### src/segment_and_page_translate_core_assert.svh
// Assertion macros for the segment and page translation core.
// Included by the top level; relies on nothing but the caller's clock and reset names.
`ifndef SEGMENT_AND_PAGE_TRANSLATE_CORE_ASSERT_SVH
`define SEGMENT_AND_PAGE_TRANSLATE_CORE_ASSERT_SVH

// Consequent must hold in the same cycle as the antecedent.
`define SPT_ASSERT_NOW(label, ante, cons, msg) \
  label: assert property (@(posedge clk) disable iff (!rst_n) (ante) |-> (cons)) \
    else $error(msg);

// Consequent must hold in the cycle after the antecedent.
`define SPT_ASSERT_NEXT(label, ante, cons, msg) \
  label: assert property (@(posedge clk) disable iff (!rst_n) (ante) |=> (cons)) \
    else $error(msg);

`endif

### src/spt_pkg.sv
// Shared types and constants for the segment and page translation core.
// No dependencies; imported by every module of the block.
`timescale 1ns / 1ps
`default_nettype none

package spt_pkg;

  localparam int unsigned NUM_SEG = 6;

  // Register indexes of the configuration port.
  localparam logic [3:0] CFG_IDX_MODE   = 4'd0;
  localparam logic [3:0] CFG_IDX_DIR    = 4'd1;
  localparam logic [3:0] CFG_IDX_SEG0   = 4'd2;
  localparam logic [3:0] CFG_IDX_SEG5   = 4'd7;

  localparam logic REQ_ACCESS   = 1'b0;
  localparam logic REQ_RESPONSE = 1'b1;

  localparam logic [1:0] KIND_READ  = 2'd0;
  localparam logic [1:0] KIND_DONE  = 2'd1;
  localparam logic [1:0] KIND_FAULT = 2'd2;

  localparam logic [2:0] FC_NONE        = 3'd0;
  localparam logic [2:0] FC_DIR_ABSENT  = 3'd1;
  localparam logic [2:0] FC_PAGE_ABSENT = 3'd2;
  localparam logic [2:0] FC_CROSS       = 3'd3;
  localparam logic [2:0] FC_STRAY       = 3'd4;
  localparam logic [2:0] FC_BUSY        = 3'd5;

  localparam logic [12:0] PAGE_BYTES = 13'h1000;

  typedef enum logic [2:0] {
    PHASE_IDLE = 3'b001,
    PHASE_DIR  = 3'b010,
    PHASE_PAGE = 3'b100
  } phase_t;

  typedef struct packed {
    logic        req_type;
    logic [31:0] offset_addr;
    logic [2:0]  segment_select;
    logic [2:0]  access_len;
    logic [31:0] mem_word;
  } spt_in_t;

  typedef struct packed {
    logic [1:0]  out_kind;
    logic [31:0] out_addr;
    logic [2:0]  fault_code;
  } spt_out_t;

  typedef struct packed {
    logic [1:0]       mode_bits;
    logic [19:0]      directory_frame;
    logic [5:0][31:0] seg_base;
  } spt_cfg_t;

  typedef struct packed {
    logic walk_busy;
  } spt_status_t;

endpackage

`default_nettype wire

### src/segment_and_page_translate_core.sv
// Segment and two-level page translation core: input register, translation step, result register.
// Depends on spt_pkg, spt_cfg_regs, spt_walk and the assertion macro header.
`timescale 1ns / 1ps
`default_nettype none

// Each input transfer yields exactly one result: a table read request, a finished
// physical address or a fault. One item is taken every cycle while results drain; an
// accepted item is held in the input register and its result, from the translation logic,
// is offered from the result register. While a result waits, the item behind it stays in
// the input register and the input channel stalls until the result transfers.
// Memory words of the walk come back on the input channel as response items, so
// memory latency lies outside the block.
// Configuration writes are accepted at once and should be made while idle.
module segment_and_page_translate_core (
  input  wire logic             clk,
  input  wire logic             rst_n,
  input  wire logic             in_valid,
  output logic                  in_ready,
  input  wire spt_pkg::spt_in_t in_data,
  output logic                  out_valid,
  input  wire logic             out_ready,
  output spt_pkg::spt_out_t     out_data,
  input  wire logic             cfg_valid,
  output logic                  cfg_ready,
  input  wire logic [3:0]       cfg_index,
  input  wire logic [31:0]      cfg_data
);
  import spt_pkg::*;

  `include "segment_and_page_translate_core_assert.svh"

  logic        in_valid_r;
  spt_in_t     in_data_r;
  logic        out_valid_r;
  spt_out_t    out_data_r;
  logic        advance;
  spt_cfg_t    cfg;
  spt_out_t    result;
  spt_status_t status;
  logic        out_is_read;
  logic        out_code_ok;
  logic        busy_access;
  logic        busy_kept;
  logic        idle_response;
  logic        stray_kept;

  assign cfg_ready = 1'b1;
  assign advance   = in_valid_r && (!out_valid_r || out_ready);
  assign in_ready  = !in_valid_r || advance;

  spt_cfg_regs u_cfg (
    .clk      (clk),
    .rst_n    (rst_n),
    .wr_en    (cfg_valid && cfg_ready),
    .wr_index (cfg_index),
    .wr_data  (cfg_data),
    .cfg      (cfg)
  );

  spt_walk u_walk (
    .clk    (clk),
    .rst_n  (rst_n),
    .cfg    (cfg),
    .item   (in_data_r),
    .fire   (advance),
    .result (result),
    .status (status)
  );

  always_ff @(posedge clk) begin
    if (!rst_n) begin
      in_valid_r <= 1'b0;
    end else if (in_ready) begin
      in_valid_r <= in_valid;
    end
  end

  always_ff @(posedge clk) begin
    if (in_valid && in_ready) begin
      in_data_r <= in_data;
    end
  end

  always_ff @(posedge clk) begin
    if (!rst_n) begin
      out_valid_r <= 1'b0;
    end else if (advance) begin
      out_valid_r <= 1'b1;
    end else if (out_ready) begin
      out_valid_r <= 1'b0;
    end
  end

  always_ff @(posedge clk) begin
    if (advance) begin
      out_data_r <= result;
    end
  end

  assign out_valid = out_valid_r;
  assign out_data  = out_data_r;

  assign out_is_read   = out_valid_r && out_data_r.out_kind == KIND_READ;
  assign out_code_ok   = (out_data_r.out_kind == KIND_FAULT) == (out_data_r.fault_code != FC_NONE);
  assign busy_access   = advance && status.walk_busy && in_data_r.req_type == REQ_ACCESS;
  assign busy_kept     = out_valid_r && out_data_r.fault_code == FC_BUSY && status.walk_busy;
  assign idle_response = advance && !status.walk_busy && in_data_r.req_type == REQ_RESPONSE;
  assign stray_kept    = !status.walk_busy && out_data_r.fault_code == FC_STRAY;

  // A pending read request means a walk is still waiting for its table word.
  `SPT_ASSERT_NOW(a_read_implies_walk, out_is_read, status.walk_busy, "read request while idle")
  // Fault code and result kind must agree.
  `SPT_ASSERT_NOW(a_code_matches_kind, out_valid_r, out_code_ok, "fault code and kind disagree")
  // A request that arrives during a walk is refused as busy and leaves the walk running.
  `SPT_ASSERT_NEXT(a_busy_reply, busy_access, busy_kept, "busy request not refused")
  // A stray response never starts a walk.
  `SPT_ASSERT_NEXT(a_stray_keeps_idle, idle_response, stray_kept, "stray response began a walk")

endmodule

`default_nettype wire

### src/spt_cfg_regs.sv
// Configuration register file: mode, directory frame and six segment bases.
// Depends on spt_pkg for the register indexes and the configuration struct.
`timescale 1ns / 1ps
`default_nettype none

module spt_cfg_regs (
  input  wire logic            clk,
  input  wire logic            rst_n,
  input  wire logic            wr_en,
  input  wire logic [3:0]      wr_index,
  input  wire logic [31:0]     wr_data,
  output spt_pkg::spt_cfg_t    cfg
);
  import spt_pkg::*;

  spt_cfg_t cfg_r;
  spt_cfg_t cfg_nxt;
  logic [3:0] seg_off;

  assign seg_off = wr_index - CFG_IDX_SEG0;

  always_comb begin
    cfg_nxt = cfg_r;
    if (wr_en) begin
      if (wr_index == CFG_IDX_MODE) begin
        cfg_nxt.mode_bits = wr_data[1:0];
      end else if (wr_index == CFG_IDX_DIR) begin
        cfg_nxt.directory_frame = wr_data[19:0];
      end else if (wr_index >= CFG_IDX_SEG0 && wr_index <= CFG_IDX_SEG5) begin
        cfg_nxt.seg_base[seg_off[2:0]] = wr_data;
      end
    end
  end

  always_ff @(posedge clk) begin
    if (!rst_n) begin
      cfg_r <= '0;
    end else begin
      cfg_r <= cfg_nxt;
    end
  end

  assign cfg = cfg_r;

endmodule

`default_nettype wire

### src/spt_walk.sv
// Translation step and walk state: segment add, page-crossing test, two-level walk.
// Depends on spt_pkg; the result is combinational and the top level registers it.
`timescale 1ns / 1ps
`default_nettype none

module spt_walk (
  input  wire logic                clk,
  input  wire logic                rst_n,
  input  wire spt_pkg::spt_cfg_t   cfg,
  input  wire spt_pkg::spt_in_t    item,
  input  wire logic                fire,
  output spt_pkg::spt_out_t        result,
  output spt_pkg::spt_status_t     status
);
  import spt_pkg::*;

  phase_t      phase_r, phase_nxt;
  logic [31:0] lin_r, lin_nxt;
  logic [31:0] base;
  logic [31:0] lin;
  logic [12:0] end_byte;
  logic        crosses;
  logic        present;

  always_comb begin
    base = '0;
    if (cfg.mode_bits[0] && item.segment_select < 3'(NUM_SEG)) begin
      base = cfg.seg_base[item.segment_select];
    end
  end

  assign lin      = base + item.offset_addr;
  assign end_byte = {1'b0, lin[11:0]} + {10'd0, item.access_len};
  assign crosses  = end_byte > PAGE_BYTES;
  assign present  = item.mem_word[0];

  always_comb begin
    phase_nxt = phase_r;
    lin_nxt   = lin_r;
    result    = '{out_kind: KIND_FAULT, out_addr: '0, fault_code: FC_STRAY};
    if (item.req_type == REQ_ACCESS) begin
      if (phase_r == PHASE_DIR || phase_r == PHASE_PAGE) begin
        // The walk in flight carries on; the new request is turned away.
        result = '{out_kind: KIND_FAULT, out_addr: lin_r, fault_code: FC_BUSY};
      end else if (crosses) begin
        phase_nxt = PHASE_IDLE;
        result    = '{out_kind: KIND_FAULT, out_addr: lin, fault_code: FC_CROSS};
      end else if (cfg.mode_bits == 2'b11) begin
        lin_nxt   = lin;
        phase_nxt = PHASE_DIR;
        // The directory base is page aligned, so the add reduces to a concatenation.
        result    = '{out_kind: KIND_READ,
                      out_addr: {cfg.directory_frame, lin[31:22], 2'b00},
                      fault_code: FC_NONE};
      end else begin
        phase_nxt = PHASE_IDLE;
        result    = '{out_kind: KIND_DONE, out_addr: lin, fault_code: FC_NONE};
      end
    end else begin
      case (phase_r)
        PHASE_DIR: begin
          if (!present) begin
            phase_nxt = PHASE_IDLE;
            result = '{out_kind: KIND_FAULT, out_addr: lin_r, fault_code: FC_DIR_ABSENT};
          end else begin
            phase_nxt = PHASE_PAGE;
            result = '{out_kind: KIND_READ,
                       out_addr: {item.mem_word[31:12], lin_r[21:12], 2'b00},
                       fault_code: FC_NONE};
          end
        end
        PHASE_PAGE: begin
          phase_nxt = PHASE_IDLE;
          if (!present) begin
            result = '{out_kind: KIND_FAULT, out_addr: lin_r, fault_code: FC_PAGE_ABSENT};
          end else begin
            result = '{out_kind: KIND_DONE,
                       out_addr: {item.mem_word[31:12], lin_r[11:0]},
                       fault_code: FC_NONE};
          end
        end
        default: begin
          result = '{out_kind: KIND_FAULT, out_addr: '0, fault_code: FC_STRAY};
        end
      endcase
    end
  end

  always_ff @(posedge clk) begin
    if (!rst_n) begin
      phase_r <= PHASE_IDLE;
      lin_r   <= '0;
    end else if (fire) begin
      phase_r <= phase_nxt;
      lin_r   <= lin_nxt;
    end
  end

  assign status.walk_busy = (phase_r == PHASE_DIR) || (phase_r == PHASE_PAGE);

endmodule

`default_nettype wire

### config.mk
export PLATFORM = sky130hd
export DESIGN_NAME = segment_and_page_translate_core
export DESIGN_NICKNAME = d
export VERILOG_FILES = /design/src/spt_pkg.sv /design/src/segment_and_page_translate_core.sv /design/src/spt_cfg_regs.sv /design/src/spt_walk.sv
export VERILOG_INCLUDE_DIRS = /design/src /design/src/src
export SDC_FILE = /design/constraint.sdc
export NUM_CORES = 1
export LEC_CHECK = 0
export BUFFER_PORTS_ARGS = -buffer_cell sky130_fd_sc_hd__buf_2
export CORE_MARGIN = 10
export CORE_UTILIZATION = 40
export DETAILED_ROUTE_END_ITERATION = 12
export PLACE_DENSITY = 0.69
export RECOVER_POWER = 25
export SYNTH_ARGS = -nofsm -noshare
export SYNTH_HDL_FRONTEND = slang
export SYNTH_SLANG_ARGS = --single-unit
### constraint.sdc
create_clock -name clk -period 14 [get_ports clk]
set_input_delay 0.7 -clock clk [delete_from_list [all_inputs] [get_ports clk]]
set_output_delay 0.7 -clock clk [all_outputs]
set_load 0.05 [all_outputs]
==> metrics.txt, run 1 <==
status=finished, violations left; failing checks=capacitance limit, slew limit; gr usage total=18.8%; IO buf count=139; Final Hold Fails=0; Post-CTS Resized=0; worst slack at placement=8.28 ns; first drt pass iteration count=6; Slew @ Worst Pin=around 4.8 ns; cell family with most CP delay=buffers and inverters; Final Max Slew Viols=between 200 and 250; final core utilization=46.3%; largest net degree at the start of global routing=~130; Skew-Pair Late Insertion Delay=~0.57 ns; Synth Net Count=~2.0k; DP HPWL=33,200 um; Post-CTS Setup Inserts=0; Switch Pwr=0.551 mW; layout cell share with drive strength beyond 1=13.4%; first-pass GRT wire length=75,900 um; Cell variety after synth=73; grt total ovfl=0; Starting Density=40.5%; Layout Nets=between 2k and 2.5k; 1st-iter DRT viols=1,511; crit path cell chain=clkbuf_1 -> clkinvlp_2 -> buf_4 -> a21oi_1; CTS Hold Bufs=0; required time of the critical path=14.48 ns; Setup TNS=0 ns; Main synth FF type=dfxtp_1; crit end category=flip-flop; Rows=between 70 and 80; RePlAce Congestion=0.896; Flop pwr share=47.2%; die area=around 50,000 sq um; CTS tree=yes; worst ir drop on vdd=between 0.00008 and 0.00009 V; Post-Synthesis Cells=1,881; CORE AREA=roughly 41,000 sq um; slack of the critical path=7.73 ns; Antenna Nets Post-Route=0; number of synthesized flops with an enable pin=97; I/O pins=around 150; Sw Ratio=24.2%; #FFs+latches synth=between 300 and 400; Tot Pwr=2.28 mW; # clock sinks=348; initial antenna violation count=10; Tcrit/Tclk final=44.8%; ys async rst share=0%; Die Height=223 um; CTS clk-pin slew, worst paths=0.06 ns; data arrival time of the critical path=6.75 ns; CP max FO=132; Startpoint Class=primary input; f_max=0.159 GHz; clk root buf=clkbuf_16; cell type with the highest aggregate area in the netlist=dfxtp_1; Tmin final=6.27 ns; Routed WL per cell=19.5 um; Crit Path Class=in -> reg; Comb power frac=approximately 7.5%; clock buffer depth=3; H-tree depth=2; top cells by area, synth=dfxtp_1 30%, edfxtp_1 18%, nand2_1 11%; vias per cell=approximately 5.6; Syn Std Cell Area=16,500 sq um; Syn Area/Cell=8.79 sq um; P per Cell Area=121 nW/um^2; Hold Crit Class=in -> reg; Max Clock Skew=~0.025 ns; residual DRC count=0; yosys warns=0; Max stage delay cell, worst path=clkinvlp_2; Final setup violation count=0; WL final=49,100 um; Max-Cap Viols=3; Critical path buffers and inverters=3; routed vias=14.1k; vias in the first global route=about 13k; Clk network pwr share=45.3%; post-synth top area share=between 30% and 40%; unrepaired setup endpoints after global routing=false; synthesis-to-finish area growth=14.3%; CTS Buf Count=39; internal power=~1.7 mW; max_slew headroom=-221%; Die W=223 um; Crit path largest cell delay=3.58 ns; sequential-to-total area share from yosys stat=between 40 and 50%; Leakage=6.86 nW
## power by group through the flow
stage,combinational (mW),sequential [mW],clock [mW]
6_report,0.172,1.07,1.03
5_1_grt,0.185,1.08,1.09
4_1_cts,0.171,1.07,1.05
3_5_place_dp,0.170,1.10,0
3_3_place_gp,0.167,1.09,0
2_1_floorplan,0.0921,1.11,0
## state kept, by name, indices dropped and copies added (netlist names)
name	cells
out_valid	1
u_cfg.cfg	214
in_data_r	60
out_data	37
u_walk.phase_r	3
u_walk.lin_r	32
in_valid_r	1
## cell families after synthesis
kind of cell    synth area share [%]
mux                             8.05
flops                           48.0
other cells                   0.0227
fa+ha+maj                       2.89
simple gates                    18.5
buf+inv                         4.34
xor+xnor                       0.742
compound gates                  17.4
## synth_stat cells, types with 36 or more instances
library cell,count
nand2_1,475
a21oi_1,309
dfxtp_1,251
clkbuf_1,116
edfxtp_1,97
mux2i_1,61
nor2_1,53
o21ai_0,50
inv_1,48
nand3_1,45
o22ai_1,44
and2_1,36
## cell usage in the layout, fill, tap and decap left out, types with 44 or more instances in the layout
cell,instances
nand2_1,475
a21oi_1,309
dfxtp_1,251
buf_2,133
edfxtp_1,97
mux2i_1,61
nor2_1,52
o21ai_0,50
inv_1,49
o22ai_1,44
## per-layer routing
metal  global-route usage, %  share of wire, %  vias to the layer above  routed length (um)
li1                        -                 -                     6767                   -
met4                    5.71               2.3                       12                1110
met2                    30.8                47                      529               23100
met3                    4.21               8.0                       84                3940
met5                       0              0.17                        -                  81
met1                    24.1                42                     6740               20800
## worst paths after layout
check	from	endpoint	slack (ns)	depth (start not counted)
worst max-delay path	rst_n	u_cfg.cfg[185]$_SDFFE_PN0P_	7.73	4
worst min-delay path	in_data[55]	in_data_r[55]$_DFFE_PP_	0.31	1
worst max register to register	in_data_r[35]$_DFFE_PP_	out_data[32]$_DFFE_PP_	8.32	15
worst min register to register	u_cfg.cfg[110]$_SDFFE_PN0P_	u_cfg.cfg[110]$_SDFFE_PN0P_	0.45	2
## layout make-up
class | count | area, sq um
Clock buffer | 58 | 1160
Antenna cell | 4 | 10.0
Timing Repair Buffer | 168 | 898
Inverter | 50 | 189
Sequential cell | 348 | 7940
Tap cell | 532 | 666
Multi-Input combinational cell | 1350 | 7910
Fill cell | 3879 | 21900
Clock inverter | 12 | 126
## per-stage QoR
step	hold WS [ns]	cells	area (sq um)
after floorplan	0.432	1881	16500
after global placement	0.438	2448	17600
after detailed placement	0.443	2448	17600
after CTS	0.280	2518	18900
after global routing	0.291	2518	18900
final	0.305	2522	18900
(Power assumes the default switching activity.)
==> run 2, diff against run 1 <==
- clock period: 14 -> 5.9 ns (I/O delays scaled with it)
==> run 2 against run 1 <==
The run still ends with capacitance limit, slew limit left. Global-route usage grew 0.28 points. First-iteration DRC count grew 0.73%. Sequential power grew 140%. Critical path type is now reg -> reg. Clock power grew 120%. Non-clock buffer count grew 64. Sequential share of layout area shrank 1.0 points. Cell count grew 2.5%. Combinational power grew to 2.5 times the previous value. Final area grew 2.6%. Via count grew 1.9%.
==> metrics.txt, run 2 (same netlist as run 1, synthesis figures left out) <==
Antenna Nets Post-Route=0; 1st-iter DRT viols=1,522; Largest register FFs=214; CTS Buf Count=39; internal power=4.00 mW; P per Cell Area=about 270 nW/um^2; routed vias=14.4k; vias in the first global route=14.0k; min-delay src=cfg_data[22]; Die W=223 um; CTS tree=yes; clk root buf=clkbuf_16; Post-CTS Resized=0; unrepaired setup endpoints after global routing=false; Tmin final=5.36 ns; Sw Ratio=24.4%; grt total ovfl=0; residual DRC count=0; max_slew headroom=-23.9%; I/O pins=152; initial antenna violation count=7; first drt pass iteration count=6; Routed WL per cell=~19 um; final instance area=19,400 sq um; FF-to-FF setup slack=0.54 ns; required time of the critical path=6.15 ns; Skew-Pair Late Insertion Delay=0.53 ns; multi-input logic area=~7900 sq um; Die Height=223 um; Hold Crit Class=in -> reg; CP max FO=20; Final Hold Fails=0; largest net degree at the start of global routing=98; Comb power frac=8.3%; Final Max Slew Viols=99; layout cell share with drive strength beyond 1=~11%; Crit Path Class=reg -> reg; Max stage delay cell, worst path=a311oi_1; Setup TNS=0 ns; DP Area=approximately 18,000 sq um; CTS clk-pin slew, worst paths=0.06 ns; # clock sinks=between 300 and 400; Leakage=6.98 nW; WL final=between 40,000 and 50,000 um; Switch Pwr=1.29 mW; Min-Delay Path Depth=3; slack of the critical path=0.541 ns; Tot Pwr=5.29 mW; worst slack at placement=0.695 ns; Worst Reg2Reg Path Length in Cells=15; clock buffer depth=3; crit end category=flip-flop; most common cell after layout, fill and taps aside=nand2_1; WHS=about 0.052 ns; f_max=0.187 GHz; Layout Nets=roughly 2.2k; crit path cell chain=buf_4 -> buf_4 -> mux4_2 -> inv_1 -> o22ai_1 -> and2_1 -> ha_1 -> nand4_1 -> or3_1 -> a211oi_1 -> o2111ai_1 -> a21oi_1 -> nor4_1 -> a311oi_1 -> o21ai_0; Critical path buffers and inverters=3; RePlAce Congestion=approximately 0.9; most frequent cells in the layout=475 x nand2_1, 309 x a21oi_1, 251 x dfxtp_1; CORE AREA=about 40,000 sq um; gr usage total=19.0%; status=finished, violations left; Crit path largest cell delay=0.62 ns; R2R Path Start=in_data_r[35]$_DFFE_PP_; synthesis-to-finish area growth=17.2%; Tcrit/Tclk final=90.8%; failing checks=capacitance limit, slew limit; Max-Cap Viols=3; H-tree depth=2; r2r endpoint=out_data[32]$_DFFE_PP_; die area=49,900 sq um; Flop pwr share=between 40 and 50%; data arrival time of the critical path=5.61 ns; vias per cell=5.57; worst ir drop on vdd=0.000173 V; Max Clock Skew=0.0135 ns; Hold EP=u_cfg.cfg[118]$_SDFFE_PN0P_; area occupied by registers=7940 sq um; cell mode on critical path=buf_4; Startpoint Class=flip-flop; first-pass GRT wire length=78,000 um; IO buf count=139; Rows=74; FILL cells=3,859; Starting Density=40.5%; DP HPWL=about 34,000 um; Slew @ Worst Pin=1.86 ns; cell family with most CP delay=compound AO/OA/AOI/OAI gates; Clk network pwr share=43.5%; Final setup violation count=0
## run 2: cell types whose count changed in the layout (fill, tap and decap cells not counted), sizes merged
cell / delta
clkinv: -3
clkinvlp: -1
diode: -2
dlygate4sd3: +61
bufinv: -2
buf: -31
clkbuf: +40
## run 2: worst max path at each step
stage | startpoint | end | slack [ns] | cells after the start
after floorplan | in_data_r[35]$_DFFE_PP_ | out_data[33]$_DFFE_PP_ | 0.74 | 18
after global placement | in_data_r[35]$_DFFE_PP_ | out_data[32]$_DFFE_PP_ | 0.73 | 15
after detailed placement | in_data_r[35]$_DFFE_PP_ | out_data[32]$_DFFE_PP_ | 0.69 | 15
after CTS | in_data_r[35]$_DFFE_PP_ | out_data[32]$_DFFE_PP_ | 0.68 | 15
after global routing | in_data_r[35]$_DFFE_PP_ | out_data[32]$_DFFE_PP_ | 0.32 | 15
final | in_data_r[35]$_DFFE_PP_ | out_data[32]$_DFFE_PP_ | 0.54 | 15
## run 2: power groups by stage
stage | sequential (mW) | combinational [mW] | clock, mW
after floorplan | 2.63 | 0.219 | 0
after global placement | 2.60 | 0.397 | 0
after detailed placement | 2.60 | 0.404 | 0
after CTS | 2.55 | 0.439 | 2.34
after global routing | 2.55 | 0.472 | 2.44
final | 2.55 | 0.437 | 2.30
## run 2: metrics by stage
stage	util, %	cells
CTS	47.6	2582
detailed placement	43.2	2451
floorplan	-	1881
finish	47.5	2584
global placement	43.2	2451
global route	47.5	2582
## run 2: per-layer routing
layer / share of wire [%] / wire (um) / GRT usage [%]
met2: 47 / 23500 / 31.7
met4: 1.6 / 784 / 3.68
met1: 43 / 21200 / 25.1
met3: 8.1 / 4040 / 3.84
met5: 0.15 / 72 / 0
## run 2: timing repair
item	in CTS	in global routing
buffers inserted	0	0
hold endpoints to repair	61	0
hold buffers	61	0
## run 2: layout make-up
cell class                 count  area share [%]
antenna                        2          0.0258
clock buffer                  64            5.95
clock inverter                 6           0.232
inverter                      50           0.994
multi-input combinational   1350            40.7
sequential                   348            41.0
tap                          532            3.43
timing repair buffer         232            7.67
## run 2: worst reg2reg max path: stages, from the launching register on
cell and delay, ns:
edfxtp_1 0.36, buf_4 0.36, buf_4 0.46, mux4_2 0.58
inv_1 0.08, o22ai_1 0.06, and2_1 0.18, ha_1 0.40
nand4_1 0.17, or3_1 0.34, a211oi_1 0.52, o2111ai_1 0.29
a21oi_1 0.38, nor4_1 0.10, a311oi_1 0.62, o21ai_0 0.16
